`src/sv/cursor_linked_list_engine_defines.svh`:
```
// Assertion macros for the cursor linked list engine.
`ifndef CURSOR_LINKED_LIST_ENGINE_DEFINES_SVH
`define CURSOR_LINKED_LIST_ENGINE_DEFINES_SVH

`ifndef NO_ASSERTIONS
`define CLE_ASSERT_ALWAYS(label, expr) \
    label: assert property (@(posedge i_clk) disable iff (!i_rst_n) (expr)) \
        else $error("cle: invariant violated");
`define CLE_ASSERT_SAME(label, ante, cons) \
    label: assert property (@(posedge i_clk) disable iff (!i_rst_n) (ante) |-> (cons)) \
        else $error("cle: same-cycle implication violated");
`define CLE_ASSERT_NEXT(label, ante, cons) \
    label: assert property (@(posedge i_clk) disable iff (!i_rst_n) (ante) |=> (cons)) \
        else $error("cle: next-cycle implication violated");
`else
`define CLE_ASSERT_ALWAYS(label, expr)
`define CLE_ASSERT_SAME(label, ante, cons)
`define CLE_ASSERT_NEXT(label, ante, cons)
`endif

`endif

```
`src/sv/cle_pkg.sv`:
```
// Shared constants, types and functions of the cursor linked list engine.
package cle_pkg;

    localparam int NODES  = 16;
    localparam int NODE_W = $clog2(NODES);
    localparam int CNT_W  = $clog2(NODES + 1);
    localparam int POS_W  = 5;
    localparam int ACT_W  = 2;
    localparam int DATA_W = 32;
    localparam int LEN_W  = 4;
    localparam int CMP_W  = ((POS_W > CNT_W) ? POS_W : CNT_W) + 1;

    localparam logic [NODE_W-1:0] FREE_HEAD = NODE_W'(0);
    localparam logic [NODE_W-1:0] USED_HEAD = NODE_W'(NODES - 1);

    localparam logic [ACT_W-1:0] ACT_INSERT = ACT_W'(0);
    localparam logic [ACT_W-1:0] ACT_DELETE = ACT_W'(1);
    localparam logic [ACT_W-1:0] ACT_QUERY  = ACT_W'(2);

    localparam logic STATUS_OK  = 1'b0;
    localparam logic STATUS_ERR = 1'b1;

    typedef struct packed {
        logic             valid;
        logic [ACT_W-1:0] action;
        logic [POS_W-1:0] position;
    } t_req;

    typedef struct packed {
        logic             busy;
        logic             done;
        logic             status;
        logic [LEN_W-1:0] length;
    } t_rsp;

    typedef struct packed {
        logic              we;
        logic [NODE_W-1:0] addr;
    } t_dwr;

    // Link value of an entry that has not been written since reset.
    function automatic logic [NODE_W-1:0] link_reset(input logic [NODE_W-1:0] idx);
        logic [NODE_W-1:0] val;
        if (int'(idx) < NODES - 2) begin
            val = idx + NODE_W'(1);
        end else begin
            val = '0;
        end
        return val;
    endfunction

endpackage

```
`src/sv/cursor_linked_list_engine.sv`:
```
// Top level of the cursor linked list engine: handshakes, data store, result register.
//
//  channel | direction | handshake                    | fields
//  --------+-----------+------------------------------+------------------------------------
//  in      | to block  | i_in_valid / o_in_stall      | i_action, i_position, i_element_id
//  out     | from block| o_out_valid / i_out_stall    | o_status, o_list_length
//
// The single read port of the link store sets the pace of an item: the list is
// counted one link per cycle, then walked to the position one link per cycle;
// a length query stops after the count.
// Reset is synchronous; the link store comes up as its initial chains at once.
// The next item is taken while a result waits in the output register; a stalled
// output holds the finished walk in its done state until the register frees.
`include "cursor_linked_list_engine_defines.svh"

module cursor_linked_list_engine (
    input  logic                             i_clk,
    input  logic                             i_rst_n,
    input  logic                             i_in_valid,
    output logic                             o_in_stall,
    input  logic [cle_pkg::ACT_W-1:0]        i_action,
    input  logic [cle_pkg::POS_W-1:0]        i_position,
    input  logic signed [cle_pkg::DATA_W-1:0] i_element_id,
    output logic                             o_out_valid,
    input  logic                             i_out_stall,
    output logic                             o_status,
    output logic [cle_pkg::LEN_W-1:0]        o_list_length
);

    cle_pkg::t_req req;
    cle_pkg::t_rsp rsp;
    cle_pkg::t_dwr dwr;

    logic                        in_acc;
    logic                        out_free;
    logic [cle_pkg::DATA_W-1:0]  r_word;
    logic                        r_out_valid;
    logic                        r_status;
    logic [cle_pkg::LEN_W-1:0]   r_len;

    assign in_acc       = i_in_valid && !rsp.busy;
    assign out_free     = !r_out_valid || !i_out_stall;
    assign req.valid    = i_in_valid;
    assign req.action   = i_action;
    assign req.position = i_position;

    cle_walk u_walk (
        .i_clk  (i_clk),
        .i_rst_n(i_rst_n),
        .i_req  (req),
        .i_ack  (out_free),
        .o_rsp  (rsp),
        .o_dwr  (dwr)
    );

    // The data store is only ever written; its read port is left idle.
    cle_ram #(
        .WIDTH(cle_pkg::DATA_W),
        .DEPTH(cle_pkg::NODES)
    ) u_data_ram (
        .i_clk  (i_clk),
        .i_we   (dwr.we),
        .i_waddr(dwr.addr),
        .i_wdata(r_word),
        .i_raddr(cle_pkg::FREE_HEAD),
        .o_rdata()
    );

    always_ff @(posedge i_clk) begin
        if (!i_rst_n) begin
            r_out_valid <= 1'b0;
        end else if (rsp.done && out_free) begin
            r_out_valid <= 1'b1;
        end else if (!i_out_stall) begin
            r_out_valid <= 1'b0;
        end
        if (in_acc) begin
            r_word <= i_element_id;
        end
        if (rsp.done && out_free) begin
            r_status <= rsp.status;
            r_len    <= rsp.length;
        end
    end

    assign o_in_stall    = rsp.busy;
    assign o_out_valid   = r_out_valid;
    assign o_status      = r_status;
    assign o_list_length = r_len;

    `CLE_ASSERT_SAME(a_len_bound, o_out_valid, int'(o_list_length) <= cle_pkg::NODES - 2)
    `CLE_ASSERT_NEXT(a_accept_busy, in_acc, o_in_stall)
    `CLE_ASSERT_SAME(a_result_from_walk, $rose(o_out_valid), $past(rsp.done))

endmodule

```
`src/sv/cle_ram.sv`:
```
// Generic single-write, single-read RAM with registered read data.
module cle_ram #(
    parameter int WIDTH = 8,
    parameter int DEPTH = 16
) (
    input  logic                     i_clk,
    input  logic                     i_we,
    input  logic [$clog2(DEPTH)-1:0] i_waddr,
    input  logic [WIDTH-1:0]         i_wdata,
    input  logic [$clog2(DEPTH)-1:0] i_raddr,
    output logic [WIDTH-1:0]         o_rdata
);

    logic [WIDTH-1:0] r_mem [DEPTH];
    logic [WIDTH-1:0] r_rdata;

    always_ff @(posedge i_clk) begin
        if (i_we) begin
            r_mem[i_waddr] <= i_wdata;
        end
        r_rdata <= r_mem[i_raddr];
    end

    assign o_rdata = r_rdata;

endmodule

```
`src/sv/cle_walk.sv`:
```
// Sequencer that walks and relinks the link store, one link read per cycle.
module cle_walk (
    input  logic          i_clk,
    input  logic          i_rst_n,
    input  cle_pkg::t_req i_req,
    input  logic          i_ack,
    output cle_pkg::t_rsp o_rsp,
    output cle_pkg::t_dwr o_dwr
);

    typedef enum logic [3:0] {
        S_IDLE,
        S_COUNT,
        S_FRESH,
        S_FNEXT,
        S_WALK,
        S_ILINK,
        S_DGONE,
        S_DFREE,
        S_DHEAD,
        S_DONE
    } t_state;

    t_state r_state, n_state;
    logic [cle_pkg::ACT_W-1:0]  r_act, n_act;
    logic [cle_pkg::POS_W-1:0]  r_pos, n_pos;
    logic [cle_pkg::CNT_W-1:0]  r_cnt, n_cnt;
    logic [cle_pkg::CNT_W-1:0]  r_k, n_k;
    logic [cle_pkg::CNT_W-1:0]  r_len, n_len;
    logic [cle_pkg::NODE_W-1:0] r_cur, n_cur;
    logic [cle_pkg::NODE_W-1:0] r_fresh, n_fresh;
    logic [cle_pkg::NODE_W-1:0] r_prev, n_prev;
    logic [cle_pkg::NODE_W-1:0] r_gone, n_gone;
    logic                       r_status, n_status;

    logic [cle_pkg::NODES-1:0]  r_vld;
    logic                       r_rvld;
    logic [cle_pkg::NODE_W-1:0] r_raddr;

    logic [cle_pkg::NODE_W-1:0] rd_addr;
    logic                       wr_en;
    logic [cle_pkg::NODE_W-1:0] wr_addr;
    logic [cle_pkg::NODE_W-1:0] wr_data;
    logic [cle_pkg::NODE_W-1:0] ram_q;
    logic [cle_pkg::NODE_W-1:0] lv;
    logic                       dwe;
    logic [cle_pkg::CMP_W-1:0]  pos_ext;
    logic [cle_pkg::CMP_W-1:0]  cnt_ext;

    cle_ram #(
        .WIDTH(cle_pkg::NODE_W),
        .DEPTH(cle_pkg::NODES)
    ) u_link_ram (
        .i_clk  (i_clk),
        .i_we   (wr_en),
        .i_waddr(wr_addr),
        .i_wdata(wr_data),
        .i_raddr(rd_addr),
        .o_rdata(ram_q)
    );

    // An entry never written since reset reads as its initial link.
    assign lv      = r_rvld ? ram_q : cle_pkg::link_reset(r_raddr);
    assign pos_ext = cle_pkg::CMP_W'(r_pos);
    assign cnt_ext = cle_pkg::CMP_W'(r_cnt);

    always_comb begin
        n_state  = r_state;
        n_act    = r_act;
        n_pos    = r_pos;
        n_cnt    = r_cnt;
        n_k      = r_k;
        n_len    = r_len;
        n_cur    = r_cur;
        n_fresh  = r_fresh;
        n_prev   = r_prev;
        n_gone   = r_gone;
        n_status = r_status;
        rd_addr  = r_raddr;
        wr_en    = 1'b0;
        wr_addr  = r_fresh;
        wr_data  = lv;
        dwe      = 1'b0;

        unique case (r_state)
            S_IDLE: begin
                if (i_req.valid) begin
                    n_act   = i_req.action;
                    n_pos   = i_req.position;
                    n_cnt   = '0;
                    rd_addr = cle_pkg::USED_HEAD;
                    n_state = S_COUNT;
                end
            end
            S_COUNT: begin
                if (lv != '0 && r_cnt < cle_pkg::CNT_W'(cle_pkg::NODES)) begin
                    n_cnt   = r_cnt + cle_pkg::CNT_W'(1);
                    rd_addr = lv;
                end else begin
                    // The list has been counted; decide what the action needs next.
                    n_len    = r_cnt;
                    n_status = cle_pkg::STATUS_ERR;
                    n_state  = S_DONE;
                    case (r_act)
                        cle_pkg::ACT_INSERT: begin
                            if (r_pos != '0 && pos_ext <= cnt_ext + cle_pkg::CMP_W'(1)) begin
                                rd_addr = cle_pkg::FREE_HEAD;
                                n_state = S_FRESH;
                            end
                        end
                        cle_pkg::ACT_DELETE: begin
                            if (r_pos != '0 && pos_ext <= cnt_ext) begin
                                rd_addr = cle_pkg::USED_HEAD;
                                n_cur   = cle_pkg::USED_HEAD;
                                n_k     = cle_pkg::CNT_W'(r_pos) - cle_pkg::CNT_W'(1);
                                n_state = S_WALK;
                            end
                        end
                        cle_pkg::ACT_QUERY: begin
                            n_status = cle_pkg::STATUS_OK;
                        end
                        default: begin
                            n_status = cle_pkg::STATUS_ERR;
                        end
                    endcase
                end
            end
            S_FRESH: begin
                if (lv == '0) begin
                    n_status = cle_pkg::STATUS_ERR;
                    n_state  = S_DONE;
                end else begin
                    n_fresh = lv;
                    rd_addr = lv;
                    n_state = S_FNEXT;
                end
            end
            S_FNEXT: begin
                // Unhook the fresh node from the free chain and store its word.
                wr_en   = 1'b1;
                wr_addr = cle_pkg::FREE_HEAD;
                wr_data = lv;
                dwe     = 1'b1;
                rd_addr = cle_pkg::USED_HEAD;
                n_cur   = cle_pkg::USED_HEAD;
                n_k     = cle_pkg::CNT_W'(r_pos) - cle_pkg::CNT_W'(1);
                n_state = S_WALK;
            end
            S_WALK: begin
                if (r_k != '0) begin
                    n_cur   = lv;
                    n_k     = r_k - cle_pkg::CNT_W'(1);
                    rd_addr = lv;
                end else begin
                    n_prev = r_cur;
                    if (r_act == cle_pkg::ACT_INSERT) begin
                        wr_en   = 1'b1;
                        wr_addr = r_fresh;
                        wr_data = lv;
                        n_state = S_ILINK;
                    end else if (lv == '0) begin
                        n_status = cle_pkg::STATUS_ERR;
                        n_state  = S_DONE;
                    end else begin
                        n_gone  = lv;
                        rd_addr = lv;
                        n_state = S_DGONE;
                    end
                end
            end
            S_ILINK: begin
                wr_en    = 1'b1;
                wr_addr  = r_prev;
                wr_data  = r_fresh;
                n_status = cle_pkg::STATUS_OK;
                n_len    = r_len + cle_pkg::CNT_W'(1);
                n_state  = S_DONE;
            end
            S_DGONE: begin
                wr_en   = 1'b1;
                wr_addr = r_prev;
                wr_data = lv;
                rd_addr = cle_pkg::FREE_HEAD;
                n_state = S_DFREE;
            end
            S_DFREE: begin
                wr_en   = 1'b1;
                wr_addr = r_gone;
                wr_data = lv;
                n_state = S_DHEAD;
            end
            S_DHEAD: begin
                wr_en    = 1'b1;
                wr_addr  = cle_pkg::FREE_HEAD;
                wr_data  = r_gone;
                n_status = cle_pkg::STATUS_OK;
                n_len    = r_len - cle_pkg::CNT_W'(1);
                n_state  = S_DONE;
            end
            S_DONE: begin
                if (i_ack) begin
                    n_state = S_IDLE;
                end
            end
            default: begin
                n_state = S_IDLE;
            end
        endcase
    end

    always_ff @(posedge i_clk) begin
        if (!i_rst_n) begin
            r_state <= S_IDLE;
            r_vld   <= '0;
            r_rvld  <= 1'b0;
        end else begin
            r_state <= n_state;
            if (wr_en) begin
                r_vld[wr_addr] <= 1'b1;
            end
            r_rvld <= r_vld[rd_addr];
        end
        r_act    <= n_act;
        r_pos    <= n_pos;
        r_cnt    <= n_cnt;
        r_k      <= n_k;
        r_len    <= n_len;
        r_cur    <= n_cur;
        r_fresh  <= n_fresh;
        r_prev   <= n_prev;
        r_gone   <= n_gone;
        r_status <= n_status;
        r_raddr  <= rd_addr;
    end

    assign o_rsp.busy   = (r_state != S_IDLE);
    assign o_rsp.done   = (r_state == S_DONE);
    assign o_rsp.status = r_status;
    assign o_rsp.length = r_len[cle_pkg::LEN_W-1:0];
    assign o_dwr.we     = dwe;
    assign o_dwr.addr   = r_fresh;

endmodule
```
`config.mk`:
```
export PLATFORM = sky130hd
export DESIGN_NAME = cursor_linked_list_engine
export DESIGN_NICKNAME = d
export VERILOG_FILES = /design/src/sv/cle_pkg.sv /design/src/sv/cursor_linked_list_engine.sv /design/src/sv/cle_ram.sv /design/src/sv/cle_walk.sv
export VERILOG_INCLUDE_DIRS = /design/src /design/src/sv
export SDC_FILE = /design/constraint.sdc
export NUM_CORES = 1
export LEC_CHECK = 0
export BUFFER_PORTS_ARGS = -buffer_cell sky130_fd_sc_hd__buf_2
export CORE_MARGIN = 8
export CORE_UTILIZATION = 36
export CTS_BUF_LIST = sky130_fd_sc_hd__clkbuf_8
export CTS_CLUSTER_DIAMETER = 100
export DETAILED_ROUTE_END_ITERATION = 16
export PLACE_DENSITY_LB_ADDON = 0.12
export SYNTH_ARGS = -nofsm -noshare
export SYNTH_HDL_FRONTEND = slang
export SYNTH_SLANG_ARGS = --single-unit
```
`constraint.sdc`:
```
create_clock -name i_clk -period 8.41 [get_ports i_clk]
set_clock_uncertainty 0.1 [all_clocks]
set_input_delay 0.841 -clock i_clk [delete_from_list [all_inputs] [get_ports i_clk]]
set_output_delay 0.841 -clock i_clk [all_outputs]
set_load 0.02 [all_outputs]
```
* After elaboration in Yosys (flattened, before gate mapping)
Memory sizes are Yosys's and may differ from the RTL's. A register that Yosys moved wholly into a read port is not among the register bits. Cells that the tools add are included.
Storage, ports and cells: bits in registers 70, RAM bits 64, input bits 43, output and inout port bits 7, word-level logic and storage cells 145, memories 1
Cells by class: add/sub/neg operators 7, order comparisons 7, equality and inequality tests 21, muxes and demuxes 56, bitwise gates (word level) 4, reductions and logical operators 32
Memories:
- u_walk.u_link_ram.r_mem | words 16, bits a word 4, rd ports 1, clocked after memory_dff 1, wr ports 1, line cle_ram.sv:14 | logic [WIDTH-1:0] r_mem [DEPTH];
Operators by type and width (count):
- 4-bit 2-to-1 mux | 22
- 4-bit one-hot mux with 9 select lines | 1
- 5-bit 2-to-1 mux | 7
- 5-bit one-hot mux with 3 select lines | 2
- 4-bit one-hot mux with 2 select lines | 3
- 4-bit one-hot mux with 3 select lines | 2
- 4-bit one-hot mux with 6 select lines | 1
- 4-bit by 3-bit == test with 1-bit output, second input constant | 4
- 16-bit bitwise OR | 1
- 5-bit by 1-bit subtractor with 5-bit output, second input constant | 3
- 1-bit 2-to-1 mux | 13
- 2-bit by 1-bit inequality test with 1-bit output, second input constant | 6
- 4-bit AND reduction | 3
- 4-bit nonzero test | 3
- 5-bit by 1-bit adder with 5-bit output, second input constant | 2
- 4-bit by 5-bit less-than comparator with 1-bit output, second input constant | 2
- 5-bit one-hot mux with 2 select lines | 1
- 5-bit nonzero test | 2
- 4-bit by 2-bit == test with 1-bit output, second input constant | 2
- 4-bit == test, second input constant | 2
- 4-bit logical NOT | 2
- 2-bit inequality test, second input constant | 4
- 2-bit AND reduction | 4
- 5-bit by 1-bit adder with 6-bit output, second input constant | 1
- 24 further kinds | 34

* Logic depth before layout (Yosys ltp)
depth after elaboration 10, depth in mapped cells 16, gate-level depth less buffers 14

* By module
A second synthesis with hierarchy kept.
Second synthesis, totals: cells, all modules 578, area total of the unflattened synthesis 6735.2 sq um
By module, submodules not included:
- cle_walk | instances 1, cells an instance 438, area an instance 3877.5 sq um, sequential area each 1641.6 sq um
- cle_ram | instances 1, cells an instance 130, area an instance 2666.3 sq um, sequential area each 2001.9 sq um
- cursor_linked_list_engine | instances 1, cells an instance 10, area an instance 191.4 sq um, sequential area each 170.2 sq um

* Worst setup path after synthesis
OpenSTA, ideal clock, no wires.
path type reg2reg, from register u_walk.r_state[2], to register u_walk.u_link_ram.r_rdata[0] (netlist: u_walk.u_link_ram.o_rdata[0]), read port of u_walk.u_link_ram.r_mem, library setup time 0.134 ns, arrival 3.527 ns, data required time 8.176 ns, slack 4.649 ns, stages on the path, launching flop included 15, buffers on the path 4, clock period less this slack 3.761 ns, path through dfxtp_1 -> clkbuf_1 -> or4b_2 -> buf_2 -> nor3_1 -> o21ai_0 -> o2111ai_1 -> a21boi_0 -> o22ai_1 -> inv_1 -> buf_2 -> clkbuf_1 -> o211ai_1 -> o211a_1 -> or4_1
On the way: longest elaborated chain between the ends 2, elaborated cells between the ends (all ways) 7, those cells by class eq/ne (5); mux (1); reduce/logical (1)
RTL lines:
- start, declared | line cle_walk.sv:24 | t_state r_state, n_state;
- start signal, assigned | line cle_walk.sv:217 | r_state <= n_state;
- 4-bit by 3-bit == test with 1-bit output, or another cell as far along | line cle_walk.sv:85 | unique case (r_state)
- 4-bit one-hot mux with 6 select lines * | line cle_walk.sv:85
- end, declared | line cle_ram.sv:15 | logic [WIDTH-1:0] r_rdata;
Every way passes the cells marked *; elsewhere a longest branch is shown, timed or not. A chain may end at the register's enable or synchronous reset.

* Worst setup path after layout
from register u_walk.r_raddr[1] (netlist bit), to register u_walk.u_link_ram.r_rdata[0] (netlist: u_walk.u_link_ram.o_rdata[0]), read port of u_walk.u_link_ram.r_mem
On the way: longest elaborated chain between the ends 8, elaborated cells between the ends (all ways) 16, those cells by class add/sub (1); order compare (1); mux (11); reduce/logical (3)
RTL lines:
- start, declared | line cle_walk.sv:38 | logic [cle_pkg::NODE_W-1:0] r_raddr;
- start signal, assigned | line cle_walk.sv:233 | r_raddr <= rd_addr;
- 4-bit by 1-bit adder with 4-bit output or 4-bit less-than comparator (tied branches) | line cle_pkg.sv:45, cle_pkg.sv:44
- 4-bit 2-to-1 mux * | line cle_pkg.sv:44 | if (int'(idx) < NODES - 2) begin
- 4-bit 2-to-1 mux * | line cle_walk.sv:63 | assign lv = r_rvld ? ram_q : cle_pkg::link_reset(r_raddr);
- named net u_walk.lv, one bit | line cle_walk.sv:45 | logic [cle_pkg::NODE_W-1:0] lv;
- 4-bit logical NOT | line cle_walk.sv:129, cle_walk.sv:161
- 4-bit 2-to-1 mux | line cle_walk.sv:129, cle_walk.sv:161
- 4-bit 2-to-1 mux | line cle_walk.sv:156 | if (r_act == cle_pkg::ACT_INSERT) begin
- 4-bit 2-to-1 mux | line cle_walk.sv:150 | if (r_k != '0) begin
- 4-bit one-hot mux with 6 select lines * | line cle_walk.sv:85
Mark *: on every way through the listed nets, which the timed path passes. The rest lies on a longest branch.

==> impl_metrics.tcl <==
set metrics [dict create \
    die_h_um 153 \
    setup_viol_count_final 0 \
    first_pass_iters 5 \
    min_path_type "register to register" \
    synth_seq_cells 137 \
    via_count 4858 \
    worstSetupEndpointType "register" \
    final_common_cell "edfxtp_1" \
    drive_above_1_share 0.138 \
    synth-edff-count 107 \
    dpl.hpwl_um 12300 \
    io_pins 50 \
    synthCells 615 \
    die_area_sq_mm 0.0235 \
    power_density_mw_per_mm2 433 \
    hold_depth 0 \
    grt_max_degree 39 \
    worstSetupPathType "register to register" \
    ant_nets 0 \
    ff_latch_area_sq_mm 0.00381 \
    port_buffers 17 \
    r2r_slack_ns 2.53 \
    drc 0 \
    gp_congestion 0.819 \
    clock-sinks 137 \
    rsz0062_at_grt "no" \
    finish.instance_area_sq_mm 0.00756 \
    fp.coreArea_sq_mm 0.0186 \
    clock_tree.root_cell "clkbuf_8" \
    timing.final.crit_period_ns 5.88 \
    areaGrowthSynthToFinish_pct 11.5 \
    finalCritPeriodShare 0.699 \
    maxCapViolCount 0 \
    leakagePower_uw 0.00283 \
    initial_core_util 0.365 \
    h-tree-depth 4 \
    final.setup.tns_ns 0 \
    grt_pass1_vias 4770 \
    cts_tree "done" \
    crit_path_start "u_walk.r_raddr[1]$_DFF_P_" \
    cts_buffer_depth 2 \
    yosysSeqAreaShare 0.562 \
    avgSynthCellArea_sq_um 11.0 \
    synth_cell_type_count 66 \
    post_cts_buffers 0 \
    groute.usage.overall 0.150 \
    num_antenna_cells 0 \
    critPathLaunchType "register" \
    r2r_start "u_walk.r_raddr[1]$_DFF_P_" \
    hold_buffers 0 \
    crit_fanout 37 \
    ys_warn_count 0 \
    routedWlPerCell_um 19.9 \
    synth_area_sq_mm 0.00678 \
    grt_pass1_wl_um 27200 \
    routed_wl_um 17400 \
    worst_pin_slew_ns 1.09 \
    reg2regPathDepth 13 \
    synth_nets 674 \
    drv_slew 0 \
    synthFlopType "edfxtp_1" \
    clock.fmax_ghz 0.170 \
    vias_per_cell 5.56 \
    die_width_um 153 \
    placed_area_sq_mm 0.00710 \
    clock_latency_ns 0.45 \
    critPathRequiredTime_ns 8.59 \
    rows 50 \
    status "finished clean" \
    hold_start "u_walk.r_cur[1]$_SDFFCE_PN1P_" \
    worstPathArrival_ns 6.06 \
    numCtsBuffers 17 \
    multi_input_area_sq_mm 0.00268 \
    finalHoldViolCount 0 \
    max-vdd-ir-drop_uv 215 \
    clk_pin_slew_ns 0.08 \
    drt_iter0_markers 483 \
    grt-ovfl-total 0 \
    cts-resized-gates 0 \
    min_to "u_walk.r_prev[1]$_DFFE_PP_" \
    async_reset_ff_frac 0 \
    r2r_end "u_walk.u_link_ram.o_rdata[0]$_DFF_P_" \
    fillers 1782 \
    final_nets 687 \
    antenna_found_initial 0 \
    slew_headroom 0.267 \
    layout_common_cells "107 x edfxtp_1, 87 x nor2_1, 41 x inv_1, 38 x o211ai_1, 30 x dfxtp_1" \
]
metrics by stage:
step           utilization  total power (uW)  cells  setup WS [ns]  hold slack [ns]
2_1_floorplan            -              2130    615           4.65            0.300
3_3_place_gp         0.382              2620    843           2.63            0.302
3_5_place_dp         0.382              2640    843           2.62            0.307
4_1_cts              0.407              3290    874           2.60            0.326
5_1_grt              0.407              3470    874           2.21            0.333
6_report             0.407              3270    874           2.53            0.328
cell families (layout without fill, tap and decap cells):
group,count (synthesis),after routing,synth area share
adders and majority gates,16,16,0.0306
AOI/OAI and AO/OA,163,163,0.173
DFF,137,137,0.562
buffers and inverters,73,98,0.0441
muxes,23,23,0.0424
xor gates and xnor gates,8,8,0.0103
and+or+nand+nor,195,195,0.138
critical path, stage by stage (launching register included):
cell,delay [ns]
dfxtp_1,0.56
ha_1,0.30
nor2b_1,0.13
a22oi_1,0.62
inv_1,0.26
a211oi_1,0.68
a21oi_1,0.18
nor2_1,0.66
buf_4,0.38
o21ai_4,0.12
inv_4,0.41
mux2_2,0.40
o211a_1,0.23
or4_1,0.66
sequential cells by signal, summed over array words and instances (netlist names):
name and count:
u_walk.r_rvld 1, o_out_valid 1, u_walk.r_k 5, u_walk.u_link_ram.o_rdata 4, u_walk.r_act 2, u_walk.r_cnt 5
u_walk.r_fresh 4, u_walk.r_prev 4, o_list_length 4, u_walk.r_gone 4, u_walk.r_len 4, u_walk.r_state 4
o_status 1, u_walk.r_status 1, u_walk.r_pos 5, u_walk.r_cur 4, u_walk.r_raddr 4, u_walk.r_vld 16
u_walk.u_link_ram.r_mem 64
routing by layer:
metal  part of all wire  vias up  global-route usage
li1                   -     2322                   -
met1               0.46     2388               0.196
met2               0.48      124               0.239
met3              0.042       24              0.0338
met4              0.015        0              0.0523
met5                  0        -                   0
worst max-delay path by stage:
| stage | end | slack [ns] |
|---|---|---|
| after global placement | u_walk.u_link_ram.o_rdata[0]$_DFF_P_ | 2.63 |
| after global routing | u_walk.u_link_ram.o_rdata[0]$_DFF_P_ | 2.21 |
| final | u_walk.u_link_ram.o_rdata[0]$_DFF_P_ | 2.53 |
| after detailed placement | u_walk.u_link_ram.o_rdata[0]$_DFF_P_ | 2.62 |
| after floorplan | u_walk.u_link_ram.o_rdata[0]$_DFF_P_ | 4.65 |
| after CTS | u_walk.u_link_ram.o_rdata[0]$_DFF_P_ | 2.60 |
report_power, final:
group	switching (uW)	internal, uW	leakage [uW]	total, uW
logic	1020	552	0.00138	1570
registers	106	953	0.00121	1060
clock network	265	380	0.000244	645
cells in the mapped netlist, drive strengths merged (5+ instances only):
cell / instances / area share
nand2: 29 / 0.016
or4: 6 / 0.0066
buf: 8 / 0.0077
a21oi: 26 / 0.019
dfxtp: 30 / 0.089
xnor2: 6 / 0.0077
ha: 15 / 0.028
mux2: 17 / 0.030
o21ai: 28 / 0.022
nor2b: 10 / 0.0092
inv: 39 / 0.022
nand3: 14 / 0.010
a22oi: 9 / 0.010
and3: 8 / 0.0081
nand2b: 9 / 0.0083
or2: 5 / 0.0046
nor2: 87 / 0.048
o211ai: 38 / 0.042
o211a: 17 / 0.025
nor3: 8 / 0.0059
clkbuf: 25 / 0.014
edfxtp: 107 / 0.47
a31oi: 5 / 0.0046
area by class of cell:
| class | count | share of cell area |
|---|---|---|
| inverters | 40 | 0.0202 |
| well taps | 234 | 0.0387 |
| clock buffers | 17 | 0.0309 |
| multi-input cells | 405 | 0.354 |
| flip-flops and latches | 137 | 0.504 |
| clock inverters | 14 | 0.0306 |
| repair buffers | 27 | 0.0212 |
(Power assumes the default switching activity.)
